`config.mk`:
```
export PLATFORM = sky130hd
export DESIGN_NAME = fasta_stream_validator
export DESIGN_NICKNAME = d
export VERILOG_FILES = /design/src/hdl/fsv_pkg.sv /design/src/hdl/fsv_step.sv /design/src/hdl/fsv_out_buf.sv /design/src/hdl/fasta_stream_validator.sv
export SDC_FILE = /design/constraint.sdc
export NUM_CORES = 1
export LEC_CHECK = 0
export BUFFER_PORTS_ARGS = -buffer_cell sky130_fd_sc_hd__buf_2
export CORE_MARGIN = 1.5
export CORE_UTILIZATION = 51
export CTS_BUF_LIST = sky130_fd_sc_hd__clkbuf_8 sky130_fd_sc_hd__clkbuf_16
export DETAILED_ROUTE_END_ITERATION = 16
export GPL_ROUTABILITY_DRIVEN = 1
export HOLD_SLACK_MARGIN = 0.06
export PLACE_DENSITY = 0.76
export SLEW_MARGIN = 20
export SYNTH_ARGS = -nofsm -noshare
export SYNTH_HDL_FRONTEND = slang
export SYNTH_HIERARCHICAL = 1
export SYNTH_SLANG_ARGS = --single-unit
```
`constraint.sdc`:
```
create_clock -name clk_i -period 2.8 [get_ports clk_i]
set_clock_uncertainty 0.2 [all_clocks]
set_input_delay 0.14 -clock clk_i [delete_from_list [all_inputs] [get_ports clk_i]]
set_output_delay 0.14 -clock clk_i [all_outputs]
set_load 0.01 [all_outputs]
```
`src/hdl/fsv_pkg.sv`:
```
// Shared types, codes and the base lookup for the FASTA stream validator.
// No dependencies; used by fsv_step, fsv_out_buf, fasta_stream_validator and tb.
package fsv_pkg;

  localparam int unsigned ByteW = 8;
  localparam int unsigned CodeW = 3;

  localparam logic [ByteW-1:0] ChNewline = 8'd10;
  localparam logic [ByteW-1:0] ChGt      = 8'h3E;  // '>'
  localparam logic [ByteW-1:0] ChA       = 8'h41;
  localparam logic [ByteW-1:0] ChC       = 8'h43;
  localparam logic [ByteW-1:0] ChG       = 8'h47;
  localparam logic [ByteW-1:0] ChN       = 8'h4E;
  localparam logic [ByteW-1:0] ChT       = 8'h54;
  localparam logic [ByteW-1:0] ChLowA    = 8'h61;
  localparam logic [ByteW-1:0] ChLowZ    = 8'h7A;
  localparam logic [ByteW-1:0] CaseGap   = 8'd32;

  typedef enum logic [2:0] {
    KIND_NONE = 3'b001,
    KIND_NAME = 3'b010,
    KIND_BASE = 3'b100
  } line_kind_e;

  typedef enum logic [2:0] {
    ERR_NONE          = 3'd0,
    ERR_EMPTY_NAME    = 3'd1,
    ERR_NAME_NO_BASES = 3'd2,
    ERR_NO_NAME       = 3'd3,
    ERR_BAD_BASE      = 3'd4,
    ERR_INCOMPLETE    = 3'd5
  } err_e;

  typedef enum logic [2:0] {
    BASE_A = 3'd0,
    BASE_C = 3'd1,
    BASE_G = 3'd2,
    BASE_T = 3'd3,
    BASE_N = 3'd4
  } base_e;

  typedef struct packed {
    line_kind_e line_kind;
    logic       name_has_chars;
    logic       have_name;
    logic       have_bases;
    err_e       failed_code;
  } fsv_state_t;

  typedef struct packed {
    logic             base_valid;
    logic [CodeW-1:0] base_code;
    logic             name_valid;
    logic [ByteW-1:0] name_byte;
    logic             record_start;
    logic             record_end;
    err_e             error_kind;
    logic             done_res;
  } fsv_res_t;

  localparam fsv_state_t StateReset = '{
    line_kind:      KIND_NONE,
    name_has_chars: 1'b0,
    have_name:      1'b0,
    have_bases:     1'b0,
    failed_code:    ERR_NONE
  };

  // Upper-case a..z, then map A C G T N; bit 3 set means a valid base.
  function automatic logic [CodeW:0] base_lookup(input logic [ByteW-1:0] b);
    logic [ByteW-1:0] c;
    logic [CodeW:0]   r;
    c = b;
    if (b >= ChLowA && b <= ChLowZ) begin
      c = b - CaseGap;
    end
    case (c)
      ChA:     r = {1'b1, BASE_A};
      ChC:     r = {1'b1, BASE_C};
      ChG:     r = {1'b1, BASE_G};
      ChT:     r = {1'b1, BASE_T};
      ChN:     r = {1'b1, BASE_N};
      default: r = '0;
    endcase
    return r;
  endfunction

endpackage

```
`src/hdl/fsv_step.sv`:
```
// Per-byte parse step: next parser state and the result for one request.
// Depends on fsv_pkg.
module fsv_step (
  input  fsv_pkg::fsv_state_t        state_i,
  input  logic [fsv_pkg::ByteW-1:0]  byte_i,
  input  logic                       end_i,
  output fsv_pkg::fsv_state_t        state_o,
  output fsv_pkg::fsv_res_t          res_o
);

  logic [fsv_pkg::CodeW:0] lookup;
  logic                    is_nl;

  assign lookup = fsv_pkg::base_lookup(byte_i);
  assign is_nl  = (byte_i == fsv_pkg::ChNewline);

  always_comb begin
    state_o = state_i;
    res_o   = '0;

    if (end_i) begin
      if (state_i.failed_code == fsv_pkg::ERR_NONE) begin
        if (state_i.line_kind == fsv_pkg::KIND_NAME && !state_i.name_has_chars) begin
          state_o.failed_code = fsv_pkg::ERR_EMPTY_NAME;
        end else if (!state_i.have_name || !state_i.have_bases) begin
          state_o.failed_code = fsv_pkg::ERR_INCOMPLETE;
        end else begin
          res_o.record_end = 1'b1;
        end
      end
      res_o.error_kind = state_o.failed_code;
      res_o.done_res   = 1'b1;
      state_o          = fsv_pkg::StateReset;
    end else if (state_i.failed_code != fsv_pkg::ERR_NONE) begin
      res_o.error_kind = state_i.failed_code;
    end else begin
      case (state_i.line_kind)
        fsv_pkg::KIND_NAME: begin
          if (is_nl) begin
            if (!state_i.name_has_chars) begin
              state_o.failed_code = fsv_pkg::ERR_EMPTY_NAME;
            end
            state_o.line_kind = fsv_pkg::KIND_NONE;
          end else if (!state_i.name_has_chars && state_i.have_name
                       && !state_i.have_bases) begin
            state_o.failed_code = fsv_pkg::ERR_NAME_NO_BASES;
          end else begin
            if (!state_i.name_has_chars) begin
              res_o.record_end       = state_i.have_bases;
              state_o.have_bases     = 1'b0;
              state_o.have_name      = 1'b1;
              state_o.name_has_chars = 1'b1;
            end
            res_o.name_valid = 1'b1;
            res_o.name_byte  = byte_i;
          end
        end
        fsv_pkg::KIND_BASE: begin
          if (is_nl) begin
            state_o.line_kind = fsv_pkg::KIND_NONE;
          end else if (lookup[fsv_pkg::CodeW]) begin
            res_o.base_valid   = 1'b1;
            res_o.base_code    = lookup[fsv_pkg::CodeW-1:0];
            state_o.have_bases = 1'b1;
          end else begin
            state_o.failed_code = fsv_pkg::ERR_BAD_BASE;
          end
        end
        default: begin
          // No line open: the first byte decides the line kind.
          if (is_nl) begin
            if (!state_i.have_name) begin
              state_o.failed_code = fsv_pkg::ERR_NO_NAME;
            end
            state_o.line_kind = fsv_pkg::KIND_NONE;
          end else if (byte_i == fsv_pkg::ChGt) begin
            state_o.line_kind      = fsv_pkg::KIND_NAME;
            state_o.name_has_chars = 1'b0;
            res_o.record_start     = 1'b1;
          end else begin
            state_o.line_kind = fsv_pkg::KIND_BASE;
            if (!state_i.have_name) begin
              state_o.failed_code = fsv_pkg::ERR_NO_NAME;
            end else if (lookup[fsv_pkg::CodeW]) begin
              res_o.base_valid   = 1'b1;
              res_o.base_code    = lookup[fsv_pkg::CodeW-1:0];
              state_o.have_bases = 1'b1;
            end else begin
              state_o.failed_code = fsv_pkg::ERR_BAD_BASE;
            end
          end
        end
      endcase
      res_o.error_kind = state_o.failed_code;
    end
  end

endmodule

```
`src/hdl/fsv_out_buf.sv`:
```
// Two-entry result buffer (output register plus skid register).
// Depends on fsv_pkg for the result type.
module fsv_out_buf (
  input  logic              clk_i,
  input  logic              rst_ni,
  input  logic              in_valid_i,
  output logic              in_ready_o,
  input  fsv_pkg::fsv_res_t in_data_i,
  output logic              out_valid_o,
  input  logic              out_ready_i,
  output fsv_pkg::fsv_res_t out_data_o
);

  logic              out_valid_q, out_valid_d;
  logic              skid_valid_q, skid_valid_d;
  fsv_pkg::fsv_res_t out_q, out_d;
  fsv_pkg::fsv_res_t skid_q, skid_d;
  logic              in_fire;
  logic              out_free;

  assign in_ready_o  = !skid_valid_q;
  assign in_fire     = in_valid_i && in_ready_o;
  assign out_free    = !out_valid_q || out_ready_i;
  assign out_valid_o = out_valid_q;
  assign out_data_o  = out_q;

  always_comb begin
    out_valid_d  = out_valid_q;
    skid_valid_d = skid_valid_q;
    out_d        = out_q;
    skid_d       = skid_q;
    if (out_free) begin
      if (skid_valid_q) begin
        // Drain the skid entry; the input is stalled this cycle.
        out_d        = skid_q;
        out_valid_d  = 1'b1;
        skid_valid_d = 1'b0;
      end else begin
        out_d       = in_data_i;
        out_valid_d = in_fire;
      end
    end else if (in_fire) begin
      skid_d       = in_data_i;
      skid_valid_d = 1'b1;
    end
  end

  always_ff @(posedge clk_i or negedge rst_ni) begin
    if (!rst_ni) begin
      out_valid_q  <= 1'b0;
      skid_valid_q <= 1'b0;
    end else begin
      out_valid_q  <= out_valid_d;
      skid_valid_q <= skid_valid_d;
    end
  end

  always_ff @(posedge clk_i) begin
    out_q  <= out_d;
    skid_q <= skid_d;
  end

  a_skid_implies_out: assert property (@(posedge clk_i) disable iff (!rst_ni)
    skid_valid_q |-> out_valid_q)
    else $error("skid entry held while output register empty");

  a_skid_waits_on_stall: assert property (@(posedge clk_i) disable iff (!rst_ni)
    (out_valid_q && !out_ready_i && !skid_valid_q && in_valid_i) |=> skid_valid_q)
    else $error("request lost while output stalled");

  a_out_holds: assert property (@(posedge clk_i) disable iff (!rst_ni)
    (out_valid_q && !out_ready_i) |=> (out_valid_q && $stable(out_q)))
    else $error("stalled result changed");

endmodule

```
`src/hdl/fasta_stream_validator.sv`:
```
// FASTA stream validator top level: parser state register and result buffer.
// Depends on fsv_pkg, fsv_step and fsv_out_buf.
//
// Feed the FASTA text one byte per request on the slave stream, and close the
// text with a request that has tlast set (its data byte is ignored). Every
// request gives exactly one result on the master stream, in order. The block
// takes one byte per clock while input ready is high: the whole parse of a
// byte is a few flag updates that finish in the single parser state register,
// and a two-entry result buffer keeps the input flowing while the output
// stalls, so input ready only drops once two results are waiting.
// Results carry base codes (A C G T N as 0..4) for base lines, name bytes for
// the rest of a '>' line, record start/end marks, and a sticky error code; once
// an error is raised, results carry only the error until the end request, whose
// result has tlast set and after which the parser returns to its reset state.
module fasta_stream_validator (
  input  logic        clk_i,
  input  logic        rst_ni,
  input  logic        s_axis_tvalid,
  output logic        s_axis_tready,
  input  logic [7:0]  s_axis_tdata,   // [7:0] byte_value
  input  logic        s_axis_tlast,   // end_of_input
  output logic        m_axis_tvalid,
  input  logic        m_axis_tready,
  output logic [23:0] m_axis_tdata,   // [0] base_valid, [3:1] base_code,
                                      // [4] name_valid, [12:5] name_byte,
                                      // [13] record_start, [14] record_end,
                                      // [17:15] error_kind, [23:18] zero
  output logic        m_axis_tlast    // done_res
);

  fsv_pkg::fsv_state_t state_q, state_d;
  fsv_pkg::fsv_res_t   step_res;
  fsv_pkg::fsv_res_t   out_res;
  logic                s_fire;

  assign s_fire = s_axis_tvalid && s_axis_tready;

  // Next state and result for the byte at the input.
  fsv_step u_step (
    .state_i (state_q),
    .byte_i  (s_axis_tdata),
    .end_i   (s_axis_tlast),
    .state_o (state_d),
    .res_o   (step_res)
  );

  // Advance the parser only on an accepted request.
  always_ff @(posedge clk_i or negedge rst_ni) begin
    if (!rst_ni) begin
      state_q <= fsv_pkg::StateReset;
    end else if (s_fire) begin
      state_q <= state_d;
    end
  end

  fsv_out_buf u_out_buf (
    .clk_i       (clk_i),
    .rst_ni      (rst_ni),
    .in_valid_i  (s_axis_tvalid),
    .in_ready_o  (s_axis_tready),
    .in_data_i   (step_res),
    .out_valid_o (m_axis_tvalid),
    .out_ready_i (m_axis_tready),
    .out_data_o  (out_res)
  );

  // Pack result fields from the lowest bit up, zero-fill to whole bytes.
  assign m_axis_tdata = {6'b0, out_res.error_kind, out_res.record_end,
                         out_res.record_start, out_res.name_byte,
                         out_res.name_valid, out_res.base_code,
                         out_res.base_valid};
  assign m_axis_tlast = out_res.done_res;

  a_error_sticks: assert property (@(posedge clk_i) disable iff (!rst_ni)
    (s_fire && !s_axis_tlast && state_q.failed_code != fsv_pkg::ERR_NONE)
      |=> $stable(state_q))
    else $error("parser state moved after an error");

  a_end_resets: assert property (@(posedge clk_i) disable iff (!rst_ni)
    (s_fire && s_axis_tlast) |=> (state_q == fsv_pkg::StateReset))
    else $error("parser not back in reset state after end request");

  a_error_clears_data: assert property (@(posedge clk_i) disable iff (!rst_ni)
    (m_axis_tvalid && out_res.error_kind != fsv_pkg::ERR_NONE)
      |-> (!out_res.base_valid && !out_res.name_valid && !out_res.record_start
           && !out_res.record_end))
    else $error("data flags set on an error result");

  a_one_kind: assert property (@(posedge clk_i) disable iff (!rst_ni)
    m_axis_tvalid |-> $onehot0({out_res.base_valid, out_res.name_valid,
                                out_res.record_start, out_res.done_res}))
    else $error("result marks more than one kind of byte");

endmodule

```
== Yosys cells after proc, flatten, opt, wreduce, memory -nomap -nowiden ==
Cells that the tools add are included.
W data, S select, Z words.
Word-level totals
  register bits: 49
  input bits: 13
  output and inout bits: 27
Operators by class
  add/subtract/negate cells: 1
  order comparisons: 2
  equality and inequality tests: 18
  multiplexer cells: 59
  bitwise operators: 1
  reductions and logical operators: 25
Operator list (count)
  $mux W3: 17
  $mux W9: 5
  $eq A8 B7 Y1 const B: 5
  $mux W4: 8
  $mux W1: 20
  $pmux W4 S5: 1
  $mux W19: 1
  $pmux W4 S2: 2
  $mux W15: 1
  $mux W14: 1
  $reduce_and A6 Y1: 2
  $ne A2 B2 Y1 const B: 5
  $eq A8 B4 Y1 const B: 1
  $eq A8 B6 Y1 const B: 1
  $ge A8 B7 Y1 const B: 1
  $le A8 B7 Y1 const B: 1
  $mux W8: 1
  $sub A8 B6 Y8 const B: 1
  $reduce_and A7 Y1: 1
  $ne A3 B3 Y1 const B: 2
  $reduce_bool A3 Y1: 2
  $logic_and A1 B1 Y1: 5
  $logic_not A1 Y1: 5
  $ne A4 B3 Y1 const B: 1
  13 further kinds: 16

== Depth between registers and ports, before layout ==
  word-level depth: 13
  mapped depth: 8
  depth with buffers taken out: 8

== Modules after synthesis ==
Netlist, hierarchy kept.
By module, submodules not included
  fsv_out_buf: instances 1, cells each 67, area an instance 1456.4 um^2, seq. area each 1191.1 um^2
  fsv_step: instances 1, cells each 109, area an instance 649.4 um^2, seq. area each 0.0 um^2
  fasta_stream_validator: instances 1, cells each 26, area an instance 387.9 um^2, seq. area each 226.5 um^2

== Worst setup path before layout ==
OpenSTA, ideal clock, no wires.
  kind: register to register
  start point: register u_out_buf.out_valid_q, in the netlist u_out_buf/out_valid_o
  end point: register u_out_buf/skid_q[0] (netlist name) (enable)
  library setup time: 0.423 ns
  data arrival time: 2.397 ns
  data required time: 2.177 ns
  slack: -0.220 ns
  stages on the path, launching flop included: 3
  buffers on the path: 0
  cells stage by stage: dfrtp_1 nand2b_1 nor3b_1
Between the ends
  longest elaborated chain between the ends: 4
Ends and longest elaborated chain
  start: declaration: RTL line fsv_out_buf.sv:14  | logic out_valid_q, out_valid_d;
  start signal: assignment: RTL line fsv_out_buf.sv:53  | out_valid_q <= out_valid_d;
  $logic_not A1 Y1: RTL line fsv_out_buf.sv:23  | assign out_free = !out_valid_q || out_ready_i;
  $logic_or A1 B1 Y1: RTL line fsv_out_buf.sv:23
  via u_out_buf.out_free: RTL line fsv_out_buf.sv:19  | logic out_free;
  $not A1 Y1 (no line)
  $reduce_and A2 Y1 (no line)
  end signal: assignment: RTL line fsv_out_buf.sv:60  | skid_q <= skid_d;
  end: declaration: RTL line fsv_out_buf.sv:17  | fsv_pkg::fsv_res_t skid_q, skid_d;
The timed path passes the listed nets, and every way through them passes these cells.
A chain may end at the register's enable or synchronous reset.

==> summary.txt <==
Clock tree
  • Inserted Clock Buffers: 5
  • Sink Count: between 40 and 50
  • Clock Latency Late Sink: about 0.31 ns
  • Clk buf depth: 2
  • Clock root buffer: clkbuf_8
  • H-tree depth: 2
  • Clock Pin Slew Worst Setup and Hold Paths: about 0.09 ns
  • CTS tree: yes

Timing
  • Slew @ Worst Pin: 0.733 ns
  • Setup_tns: 0 ns
  • Min Clock Period, post-route: around 2.8 ns
  • Final setup viols: 0
  • Final worst path period share: slightly below 100%
  • RSZ-0062 raised after global routing: false
  • Fin. Hold Viols: 0
  • Max Slew Vio Count: 0
  • Maximum clock rate: 363 MHz
  • Slew HR: between 50 and 60%

Synth
  • Sequential element share of the synthesized area: a little under three fifths
  • Post-Syn Instances: around 200
  • Library cells used by synthesis: 48
  • Seq cells post-synth: 49
  • Main flop type after synthesis: edfxtp_1
  • Ys async rst share: around 22%
  • Post-synth top cells: edfxtp_1 (38), mux2_2 (28), nor2_1 (13), inv_1 (12), nor3_1 (11)
  • Most frequent cell after synthesis: edfxtp_1
  • Syn Std Cell Area: around 2500 µm²
  • Cell type with the highest aggregate area in the netlist: edfxtp_1
  • Top cells by area, synth: edfxtp_1 (46%), mux2_2 (13%), dfrtp_1 (10%)
  • Post-synth EDFFs: 38
  • Syn_area_per_cell: 12.3 µm²
  • Post-synth top area share: between 40% and 50%
  • YS warnings: 6

Floorplan
  • Die area: about 5300 µm²
  • Initial Util: 52.8%
  • Die W: 72.9 µm
  • Count of standard-cell rows: 25
  • I/O pin count: 40
  • Core area: 4720 µm²
  • Die Span Y: 72.9 µm

Finish
  • Reg area: 1420 µm²
  • Ant diodes: 0
  • Syn-to-layout area delta: 17.9%
  • Fraction of layout cells with a size suffix above 1: between 30% and 40%
  • Nets: 264
  • Final core utilization: 62.3%
  • Multi-input logic area: 968 µm²
  • Layout fillers: 386

Global routing
  • GRT busiest layer: met2
  • Vias in the first global route: 1519
  • Met2 usage: between 20% and 30%
  • Met1 GRT Util: a little over a quarter
  • GRT overflow: 0
  • First-pass GRT wire length: 7450 µm
  • Largest net degree at the start of global routing: 22
  • Total track usage: 18.6%
  • GR Util met3: 4.14%
  • Initial antenna violation count: 0

Worst hold path
  • Hold WC Path Type: in2reg

Place
  • Placer Congestion: 0.827
  • HPWL Detailed: 3110 µm
  • Number of port buffers: 33

Power
  • Peak VDD IR: 0.000251 V
  • Pwr Density: 630 nW/µm²
  • Pleak: 1.15 nW

Critical path
  • CP peak stage delay: 0.55 ns
  • Worst Path Required: 2.66 ns
  • Crit path cell chain: dlygate4sd3_1 > buf_2 > or4b_4 > nor4_4 > buf_4 > nor3_1 > o211ai_1 > o21ai_0 > mux2_2
  • Crit path DAT: 2.62 ns
  • FF-to-FF End: u_out_buf/out_data_o[15]
  • Crit path from: s_axis_tdata[0]
  • CP max-delay cell: or4b_4
  • Top delay family on crit path: simple AND/OR/NAND/NOR gates
  • Setup crit end: u_out_buf/out_data_o[2]
  • Crit Path Max Fanout: 6
  • WP buf/inv: 3
  • Crit path kind: in2reg
  • Reg2reg setup slack: 0.39 ns
  • Worst reg2reg startpoint: state_q[2]
  • Crit. path cell count: 9
  • CP endpoint kind: register
  • Critical Path Start Type: primary input
  • Worst Reg-to-Reg Cells: 6

Drt
  • Remaining antenna violation count after routing: 0
  • Drt total wl: around 4600 µm
  • Detailed-route DRC error count: 0
  • DRT iter0 DRCs: 99
  • Wire per inst: about 14 µm
  • DRT Pass-1 Iters: 4
  • Vias/cell: 5.43
  • DR vias: 1728

Outcome
  • Outcome: finished, final reports clean

Job
  • Max cap viols: 0
-- worst min path at each step --
stage	startpoint	endpoint	depth (start not counted)
2_1_floorplan	rst_ni	state_q[0]	0
3_3_place_gp	rst_ni	state_q[2]	1
3_5_place_dp	rst_ni	state_q[2]	1
4_1_cts	s_axis_tdata[5]	u_out_buf/skid_q[11]	2
5_1_grt	s_axis_tdata[4]	u_out_buf/skid_q[17]	2
6_report	s_axis_tdata[5]	u_out_buf/skid_q[11]	2
-- cell usage in the layout, fill, tap and decap left out, types with 2 or more instances in the layout --
master	netlist	layout
edfxtp_1	38	38
buf_2	2	33
mux2_2	28	28
nor2_1	13	13
inv_1	12	12
dfrtp_1	10	10
nor3_1	11	10
dlygate4sd3_1	0	9
nand2_1	9	9
buf_4	7	8
and2_1	8	8
conb_1	1	6
a21oi_1	6	6
clkbuf_8	0	5
nand3_1	6	5
nor4_1	5	5
nand2b_1	3	3
nand4_1	2	2
o31ai_1	2	2
o22ai_1	2	2
o21a_1	2	2
o211ai_1	2	2
o31a_1	2	2
o21ai_0	2	2
-- cell type report --
type                            count  area share [%]
Timing Repair Buffer               50            10.7
Clock inverter                      3            1.40
Multi-Input combinational cell    132            32.9
Inverter                           12            1.53
Tap cell                           67            2.85
Sequential cell                    49            48.2
Clock buffer                        5            2.34
-- worst reg2reg max path, stage by stage (launching register included) --
cell and delay [ns]:
dfrtp_1 0.45, inv_1 0.13, nand3_1 0.30, nor3_1 0.29, nand3_2 0.18, nor4_1 0.50
mux2_2 0.24
-- routing by layer --
metal | part of all wire, % | wire length [µm]
met3 | 4.1 | 187
met1 | 48 | 2180
met2 | 47 | 2140
met4 | 1.6 | 72
met5 | 0 | 0
-- sequential cells by signal, indices dropped and copies added, names as in the netlist --
signal / cells
u_out_buf/out_data_o: 19
u_out_buf/out_valid_o: 1
state_q: 9
u_out_buf/skid_valid_q: 1
u_out_buf/skid_q: 19
-- cell families (layout without fill, tap and decap cells) --
kind of cell	after synthesis	in the layout	synth area share [%]
adder cells (fa/ha/maj)	1	1	0.502
buffers and inverters	26	70	5.67
multiplexers	28	28	12.6
flip-flops	49	49	56.8
other	1	6	0.150
AND/OR/NAND/NOR	72	72	17.4
XOR/XNOR	1	1	0.351
AO/OA/AOI/OAI	24	24	6.47
-- report_power, final --
part	switching (W)	internal, W
sequential	0.0000509	0.000887
combinational	0.000242	0.000176
clock	0.000233	0.000263
total	0.000526	0.00133
-- what timing repair did --
item / in CTS / in global routing
resized for setup: 0 / 2
setup endpoints to repair: 0 / 1
setup buffers: 0 / 4
endpoints found under the hold margin: 19 / 0
hold buffers: 9 / 0
-- stage by stage --
| step | power, W | cells | instance area (µm²) | hold slack (ns) | worst slack [ns] |
|---|---|---|---|---|---|
| after floorplan | 0.00125 | 207 | 2520 | -0.356 | 0.432 |
| after global placement | 0.00134 | 297 | 2700 | -0.171 | 0.388 |
| after detailed placement | 0.00135 | 297 | 2700 | -0.169 | 0.334 |
| after CTS | 0.00185 | 314 | 2900 | 0.0665 | 0.121 |
| after global routing | 0.00194 | 318 | 2940 | 0.0936 | 0.00802 |
| final | 0.00185 | 318 | 2940 | 0.0829 | 0.0453 |
(Power assumes the default switching activity.)
